## src/hw/rtl/bfiq_pkg.sv

```systemverilog
`timescale 1ns / 1ps
`default_nettype none
package bfiq_pkg;

    // store geometry
    localparam int unsigned FILTER_BITS = 65536;
    localparam int unsigned MAX_PROBES  = 16;
    localparam int unsigned ROW_BITS    = 64;
    localparam int unsigned ROW_COUNT   = FILTER_BITS / ROW_BITS;
    localparam int unsigned ROW_AW      = $clog2(ROW_COUNT);
    localparam int unsigned COL_AW      = $clog2(ROW_BITS);
    localparam int unsigned POS_W       = ROW_AW + COL_AW;

    // field and register widths
    localparam int unsigned HASH_W  = 64;
    localparam int unsigned SIZE_W  = 17;
    localparam int unsigned PROBE_W = 5;
    localparam int unsigned IDX_W   = 4;
    localparam int unsigned CFG_W   = 17;

    // divider: bits retired per cycle and cycle count
    localparam int unsigned DIV_BITS   = 4;
    localparam int unsigned DIV_CYCLES = HASH_W / DIV_BITS;
    localparam int unsigned DCNT_W     = $clog2(DIV_CYCLES);

    // size limits
    localparam logic [SIZE_W-1:0] SIZE_MIN = SIZE_W'(64);
    localparam logic [SIZE_W-1:0] SIZE_MAX = SIZE_W'(FILTER_BITS);

    // item kinds
    localparam logic [1:0] KIND_CLEAR  = 2'd0;
    localparam logic [1:0] KIND_INSERT = 2'd1;
    localparam logic [1:0] KIND_QUERY  = 2'd2;

    // register indexes
    localparam logic CFG_SIZE   = 1'b0;
    localparam logic CFG_PROBES = 1'b1;

    typedef enum logic [2:0] {
        ST_CLEAR,
        ST_IDLE,
        ST_DIV,
        ST_READ,
        ST_UPDATE,
        ST_OUT
    } state_t;

    typedef struct packed {
        logic load;
        logic div_step;
        logic rd;
        logic upd;
        logic clr_wr;
        logic out_load;
    } cmd_t;

    typedef struct packed {
        logic [1:0] kind;
        logic       div_last;
        logic       last_probe;
        logic       clr_last;
        logic       out_free;
    } status_t;

endpackage
`default_nettype wire

```

## src/hw/rtl/bfiq_ctrl.sv

```systemverilog
`timescale 1ns / 1ps
`default_nettype none
module bfiq_ctrl (
    input  wire logic              aclk,
    input  wire logic              aresetn,
    input  wire logic              s_valid,
    output logic                   s_ready,
    input  wire logic [1:0]        s_kind,
    input  wire bfiq_pkg::status_t status,
    output bfiq_pkg::cmd_t         cmd
);
    import bfiq_pkg::*;

    state_t state_reg;
    state_t state_next;

    always_ff @(posedge aclk) begin
        if (!aresetn) begin
            state_reg <= ST_CLEAR;
        end else begin
            state_reg <= state_next;
        end
    end

    // next state
    always_comb begin
        state_next = state_reg;
        case (state_reg)
            ST_CLEAR: begin
                if (status.clr_last) state_next = ST_IDLE;
            end
            ST_IDLE: begin
                if (s_valid) begin
                    case (s_kind)
                        KIND_CLEAR:  state_next = ST_CLEAR;
                        KIND_INSERT: state_next = ST_DIV;
                        KIND_QUERY:  state_next = ST_DIV;
                        default:     state_next = ST_IDLE;
                    endcase
                end
            end
            ST_DIV: begin
                if (status.div_last) state_next = ST_READ;
            end
            ST_READ: state_next = ST_UPDATE;
            ST_UPDATE: begin
                if (!status.last_probe) begin
                    state_next = ST_DIV;
                end else if (status.kind == KIND_QUERY) begin
                    state_next = ST_OUT;
                end else begin
                    state_next = ST_IDLE;
                end
            end
            ST_OUT: begin
                if (status.out_free) state_next = ST_IDLE;
            end
            default: state_next = ST_IDLE;
        endcase
    end

    // commands
    always_comb begin
        cmd     = '0;
        s_ready = 1'b0;
        case (state_reg)
            ST_CLEAR:  cmd.clr_wr = 1'b1;
            ST_IDLE: begin
                s_ready  = 1'b1;
                cmd.load = s_valid;
            end
            ST_DIV:    cmd.div_step = 1'b1;
            ST_READ:   cmd.rd = 1'b1;
            ST_UPDATE: cmd.upd = 1'b1;
            ST_OUT:    cmd.out_load = status.out_free;
            default:   cmd = '0;
        endcase
    end

endmodule
`default_nettype wire
```

## config.mk

```make
export PLATFORM = sky130hd
export DESIGN_NAME = bfiq_ctrl
export DESIGN_NICKNAME = d
export VERILOG_FILES = /design/src/hw/rtl/bfiq_pkg.sv /design/src/hw/rtl/bfiq_ctrl.sv
export SDC_FILE = /design/constraint.sdc
export NUM_CORES = 1
export LEC_CHECK = 0
export BUFFER_PORTS_ARGS = -buffer_cell sky130_fd_sc_hd__buf_2
export CAP_MARGIN = 10
export CORE_AREA = 5 5 42 44
export CTS_BUF_LIST = sky130_fd_sc_hd__clkbuf_4 sky130_fd_sc_hd__clkbuf_8 sky130_fd_sc_hd__clkbuf_16
export CTS_CLUSTER_SIZE = 14
export DETAILED_ROUTE_END_ITERATION = 8
export DIE_AREA = 0 0 47 49
export PLACE_DENSITY = 0.5
export SETUP_SLACK_MARGIN = 0.15
export SLEW_MARGIN = 40
export SYNTH_ARGS = -nofsm -noshare
export SYNTH_HDL_FRONTEND = slang
export SYNTH_SLANG_ARGS = --single-unit
export TNS_END_PERCENT = 1
```

## constraint.sdc

```tcl
create_clock -name aclk -period 1.21 [get_ports aclk]
set_clock_uncertainty 0.15 [all_clocks]
set_input_delay 0.121 -clock aclk [delete_from_list [all_inputs] [get_ports aclk]]
set_output_delay 0.121 -clock aclk [all_outputs]
set_load 0.01 [all_outputs]
```

Word-level counts from Yosys, hierarchy flattened
Cells that the tools add are included.

word-level totals
  output and inout bits = 7
  input bits = 11
  flip-flop bits (word level) = 3

operators by class
  reductions and logical operators = 4
  multiplexer cells = 15
  equal/unequal tests = 12

operators with widths
  kind                                                                   count
  3-bit 2-to-1 mux                                                       6
  3-bit case mux with 6 select lines                                     1
  2-bit != test, second input constant                                   4
  1-bit 2-to-1 mux                                                       7
  3-bit by 2-bit equality test with 1-bit output, second input constant  2
  3-bit equality test, second input constant                             2
  2-bit equality test, second input constant                             2
  2-bit case mux with 2 select lines                                     1
  4-bit AND reduction                                                    1
  3-bit by 1-bit equality test with 1-bit output, second input constant  1
  3-bit zero test                                                        1
  2-bit by 1-bit equality test with 1-bit output, second input constant  1
  2-bit zero test                                                        1
  2-bit OR reduction                                                     1

Logic depth before layout (Yosys ltp)
Gate-level depths: netlist (run 1).

  depth after elaboration = 5
  depth in mapped cells = 4

Worst setup path after synthesis (run 1)
OpenSTA, ideal clock, no wires.

  path type = register to register
  start = reg state_reg[2]
  end = reg state_reg[2]
  stages on the path, launching flop included = 5
  required time = 0.940 ns
  path buffers = 1
  slack = -0.025 ns
  data arrival time = 0.965 ns
  period minus slack after synthesis = 1.235 ns
  cells stage by stage = dfxtp_1 > buf_6 > nor3b_4 > and4b_1 > o31a_1

between the ends
  longest elaborated chain between the ends = 3
  elaborated cells on any way between the ends = 12
  classes of those cells = 9 x eq/ne; 1 x mux; 2 x reduce/logical

ends and longest elaborated chain
  element                                                                       RTL line         text
  start: declaration                                                            bfiq_ctrl.sv:14  state_t state_reg;
  start signal: assignment                                                      bfiq_ctrl.sv:21  state_reg <= state_next;
  3-bit by 2-bit equality test with 1-bit output, or another cell as far along  bfiq_ctrl.sv:28  case (state_reg)
  2-bit != test (no source line)                                                -
  4-bit AND reduction (no source line)                                          -

Parallel ways exist; a longest one is shown, timed or not.
A chain may end at the register's enable or synchronous reset.

==> flow_summary.json, run 1 <==
{
  "dieArea_mm2": 0.002303,
  "p_leak_nw": 0.2365,
  "ys.warnings.count": 0,
  "synth_flop_cell": "dfxtp_1",
  "clock_path_buffers": 2,
  "vias": 310,
  "dp_hpwl_um": 616.1,
  "synth-edff-count": 0,
  "fin_ws_ns": -0.1404,
  "violations": "setup timing",
  "grtUsageTotal": 0.08573,
  "yosysSeqAreaShare": 0.2192,
  "maxCapViolCount": 0,
  "rsz0062_at_grt": "true",
  "synth_top_area_frac": 0.2192,
  "r2r-start": "state_reg[0]$_SDFFE_PN0P_",
  "post_synth_and_or_nand_nor_area_fraction": 0.4658,
  "ios": 18,
  "min_from": "status[2]",
  "final_cells": 71,
  "setup.worst_path.start_class": "flip-flop",
  "wl_per_cell_um": 11.79,
  "grt_max_degree": 9,
  "initial_utilization": 0.1955,
  "routed_wirelength_um": 837,
  "crit_type": "reg -> out",
  "drt-vias-per-instance": 4.366,
  "hp-class": "in -> reg",
  "crit_path_max_fanout": 5,
  "drive_above_1_share": 0.7455,
  "diodes": 0,
  "grt_pass1_wl_um": 1304,
  "dr.pass1.iters": 2,
  "hold_violations": 0,
  "ant_nets": 0,
  "grt_overflow": 0,
  "grt_pass1_vias": 333,
  "dpl.cell_count": 64,
  "slew_violations": 0,
  "yosys.cell_types.count": 21,
  "async_flop_share": 0,
  "ir_worst_vdd_v": 0.0003866,
  "crit_path_end_kind": "output port",
  "period_share": 1.116,
  "drt_iter0_markers": 6,
  "synthXorXnorAreaFrac": 0,
  "synth_area_per_cell_um2": 9.786,
  "yosysTopAreaCell": "dfxtp_1",
  "slowest_delay_ns": 0.36,
  "finalSetupTns_ns": -0.7262,
  "largest_reg_flops": 3,
  "nNetsFinal": 68,
  "drcViolationCount": 0,
  "antenna_found_initial": 0,
  "synth_top_family_by_area": "simple AND/OR/NAND/NOR gates",
  "clock-root-buffer": "clkbuf_4",
  "core-area_mm2": 0.001401,
  "arrival_ns": 1.08,
  "cts_tree": "done",
  "hold_slack_ns": 0.09781,
  "synthCells": 28,
  "fin_util": 0.3705,
  "status": "finished, violations left",
  "ys_ff_latch": 3,
  "cts.sinks": 3,
  "die_x_um": 47,
  "crit_slowest_cell": "dfxtp_4",
  "cts-buffers-inserted": 3,
  "insertion_delay_ns": 0.25,
  "area.growth.synth_to_final_pct": 89.50,
  "tightest_slew_ns": 0.2247,
  "die_h_um": 49,
  "setup_viol": 8,
  "rows": 14,
  "path_clk_slew_ns": 0.05,
  "crit_path_start": "state_reg[2]$_SDFFE_PN0P_",
  "synth_adder_area_share": 0.04566,
  "synth.area.top_cells": "dfxtp_1, buf_6, nor3b_4",
  "power_per_cell_area_mw_per_mm2": 866.8,
  "dpl_worst_slack_ns": -0.07443,
  "io_buffers": 17,
  "synth_mux_area_frac": 0.03653,
  "worstPathCellList": "buf_6 -> nor3b_4 -> buf_2",
  "synth_area_um2": 274.0,
  "fmax_ghz": 0.7405,
  "max_slew_margin": 0.8498,
  "synth_nets": 40,
  "synth-compound-area-share": 0.1096,
  "htree_num_levels": 1,
  "gp_congestion": 0.6631,
  "cp.required_ns": 0.94,
  "min_period_ns": 1.350
}
routing by layer:
layer,wire length [µm],vias up,GRT usage
met1,367,138,0.08952
met3,66,2,0.01476
met2,377,14,0.1199
met5,0,-,0
li1,-,156,-
met4,27,0,0.1106
repair_timing:
action | CTS | global route
hold endpoints to repair | 3 | 0
hold buffers | 1 | 0
pin swaps | 4 | 2
setup endpoints to repair | 10 | 10
resized for setup | 11 | 7
setup buffers | 1 | 1
cells in the mapped netlist, drive strengths merged (2+ instances only):
master / n
nor2: 2
nor3: 2
dfxtp: 3
nor3b: 2
nor2b: 2
nand2: 2
buf: 3
per-stage QoR:
| stage | cell area (µm²) | total power, W |
|---|---|---|
| 3_5_place_dp | 394.1 | 0.0002092 |
| 3_3_place_gp | 394.1 | 0.0002076 |
| 2_1_floorplan | 277.8 | 0.0001670 |
| 6_report | 519.2 | 0.0004501 |
| 5_1_grt | 519.2 | 0.0004746 |
| 4_1_cts | 483.0 | 0.0004475 |
power by group:
group | leakage (nW) | switching (W) | internal, W
Sequential | 0.0267 | 0.0000164 | 0.000102
Clock | 0.0184 | 0.0000668 | 0.000147
Combinational | 0.191 | 0.0000456 | 0.0000723
path summary, 6_finish.rpt:
kind | depth (start not counted) | to | slack, ns
hold / removal | 3 | state_reg[0]$_SDFFE_PN0P_ | 0.1
hold reg to reg | 3 | state_reg[0]$_SDFFE_PN0P_ | 0.53
setup / recovery | 3 | cmd[4] | -0.14
setup reg to reg | 6 | state_reg[1]$_SDFFE_PN0P_ | -0.07
layout by cell type, fill, tap and decap left out, types with 2 or more instances in the layout:
cell type  instances
buf_4              5
buf_6              5
clkbuf_4           4
nand2_1            2
nor3b_4            2
buf_2             15
dfxtp_4            3
nor2b_1            2
worst max-delay path: cells and delay by family (launching register included):
kind | cells | cell delay [ns]
and+or+nand+nor | 1 | 0.18
DFF | 1 | 0.36
buffers and inverters | 2 | 0.30
logic make-up (layout without fill, tap and decap cells):
group / Yosys count / in the layout
flops: 3 / 3
fa+ha+maj: 1 / 1
mux: 1 / 1
compound gates: 3 / 3
simple gates: 16 / 16
buf+inv: 4 / 31
layout make-up:
type                    instances  area [µm²]
fillers                       153       882.1
flip-flops and latches          3       71.32
well taps                      16       20.02
multi-input cells              21       215.2
repair buffers                 26       178.9
clock buffers                   4       30.03
inverters                       1       3.754
No activity file was read; power rests on OpenSTA's default activity.
==> run 2: changes to the inputs <==
--- a/config.mk
+++ b/config.mk
@@ -7,11 +7,11 @@
 export LEC_CHECK = 0
 export BUFFER_PORTS_ARGS = -buffer_cell sky130_fd_sc_hd__buf_2
 export CAP_MARGIN = 10
-export CORE_AREA = 5 5 42 44
+export CORE_AREA = 2 2 39 41
 export CTS_BUF_LIST = sky130_fd_sc_hd__clkbuf_4 sky130_fd_sc_hd__clkbuf_8 sky130_fd_sc_hd__clkbuf_16
-export CTS_CLUSTER_SIZE = 14
+export CTS_CLUSTER_SIZE = 28
 export DETAILED_ROUTE_END_ITERATION = 8
-export DIE_AREA = 0 0 47 49
+export DIE_AREA = 0 0 41 43
 export PLACE_DENSITY = 0.5
 export SETUP_SLACK_MARGIN = 0.15
 export SLEW_MARGIN = 40
==> run 2 against run 1 <==
  * The flow still finishes with violations (setup timing)
  * Via count up 5.2%
  * Maximum frequency up 2.4%
  * Utilization up 1.9 points
  * Critical path depth up 1
  * Critical path type unchanged
  * Highest routed layer unchanged
==> flow_summary.json, run 2 (synthesis results as in run 1) <==
{
  "cts.sinks": 3,
  "status": "finished, violations left",
  "crit_path_max_fanout": 7,
  "grt_max_degree": 9,
  "grt_pass1_wl_um": 1276,
  "dr.pass1.iters": 3,
  "power_per_cell_area_mw_per_mm2": 832.8,
  "drt_iter0_markers": 3,
  "rows": 14,
  "arrival_ns": 1.05,
  "fmax_ghz": 0.7582,
  "tightest_slew_ns": 0.2451,
  "wl_met2_um": 367,
  "wl_per_cell_um": 10.29,
  "ios": 18,
  "routed_wirelength_um": 772,
  "io_buffers": 17,
  "vias": 326,
  "rsz0062_at_grt": "true",
  "clock_path_buffers": 2,
  "drcViolationCount": 0,
  "setup_viol": 9,
  "antenna_found_initial": 0,
  "cp.required_ns": 0.94,
  "hp-class": "in -> reg",
  "die_x_um": 41,
  "violations": "setup timing",
  "insertion_delay_ns": 0.24,
  "dpl.cell_count": 64,
  "grt_overflow": 0,
  "crit_path_end_kind": "output port",
  "setup.worst_path.start_class": "flip-flop",
  "p_leak_nw": 0.2563,
  "min_period_ns": 1.319,
  "worstPathCellList": "nand2b_4 -> buf_6 -> nor2_1 -> buf_2",
  "drive_above_1_share": 0.7458,
  "max_slew_margin": 0.8362,
  "period_share": 1.090,
  "met3_length_um": 53,
  "crit_slowest_cell": "dfxtp_4",
  "maxCapViolCount": 0,
  "slowest_delay_ns": 0.36,
  "cts-buffers-inserted": 3,
  "mostFrequentLayoutCell": "buf_2",
  "diodes": 0,
  "ant_nets": 0,
  "grt_pass1_vias": 330,
  "core-area_mm2": 0.001384,
  "final_cells": 75,
  "die_h_um": 43,
  "largest_reg_flops": 3,
  "drt-vias-per-instance": 4.347,
  "final_cell_mix": "buf_2, buf_4, clkbuf_4, buf_6",
  "cts_tree": "done",
  "area.growth.synth_to_final_pct": 96.80,
  "crit_type": "reg -> out",
  "clock-root-buffer": "clkbuf_4",
  "dp_hpwl_um": 566.9,
  "nNetsFinal": 72,
  "hold_violations": 0,
  "dpl_worst_slack_ns": -0.08888,
  "wirelength_met1_um": 335,
  "path_clk_slew_ns": 0.04,
  "htree_num_levels": 1,
  "grtUsageTotal": 0.1112,
  "top_layer": "met4",
  "gp_congestion": 0.7083,
  "ir_worst_vdd_v": 0.0003601,
  "slew_violations": 0,
  "initial_utilization": 0.1980,
  "fin_ws_ns": -0.1090,
  "dieArea_mm2": 0.001763
}
-- run 2: what timing repair did --
action / in CTS / in global routing
buffers inserted: 6 / 0
hold endpoints to repair: 2 / 0
gates cloned: 0 / 0
gates resized for setup: 12 / 1
hold buffers: 1 / 0
pin swaps: 6 / 1
setup endpoints to repair: 10 / 10
-- run 2: final cells by class --
type | instances | area, µm²
fill | 156 | 844.6
timing repair buffer | 30 | 215.2
multi-input combinational | 21 | 201.4
sequential | 3 | 68.82
clock buffer | 4 | 30.03
tap | 16 | 20.02
inverter | 1 | 3.754
-- run 2: layer usage --
layer | vias to the layer above | track usage
li1 | 164 | -
met2 | 17 | 0.1656
met5 | - | 0
met1 | 143 | 0.1278
met3 | 2 | 0.01571
met4 | 0 | 0.1000
-- run 2: stage by stage --
stage / instance area (µm²) / util / TNS [ns] / total power (W) / hold slack [ns]
after floorplan: 277.8 / - / 0 / 0.0001670 / 0.09891
after global placement: 394.1 / 0.2848 / -0.3509 / 0.0002041 / 0.2495
after detailed placement: 394.1 / 0.2848 / -0.4074 / 0.0002054 / 0.2375
after CTS: 536.8 / 0.3879 / -0.8883 / 0.0004573 / 0.09307
after global routing: 539.3 / 0.3897 / -1.317 / 0.0004792 / 0.1040
final: 539.3 / 0.3897 / -0.7755 / 0.0004491 / 0.09847
-- run 2: final timing paths --
| kind | startpoint | endpoint | slack (ns) | depth (start not counted) |
|---|---|---|---|---|
| max | state_reg[1]$_SDFFE_PN0P_ | s_ready | -0.11 | 4 |
| min reg2reg | state_reg[1]$_SDFFE_PN0P_ | state_reg[2]$_SDFFE_PN0P_ | 0.57 | 2 |
| min | status[2] | state_reg[0]$_SDFFE_PN0P_ | 0.1 | 3 |
| max reg2reg | state_reg[1]$_SDFFE_PN0P_ | state_reg[0]$_SDFFE_PN0P_ | -0.07 | 5 |
-- run 2: worst max-delay path, delay by kind of cell (launching register included) --
family | cells | cell delay (ns)
AND/OR/NAND/NOR | 2 | 0.22
buffers and inverters | 2 | 0.24
flip-flops | 1 | 0.36
-- run 2: power breakdown --
group	switching, W	internal (W)	total (W)
Sequential	0.0000175	0.000104	0.000122
Clock	0.0000585	0.000146	0.000205
Combinational	0.0000420	0.0000802	0.000122
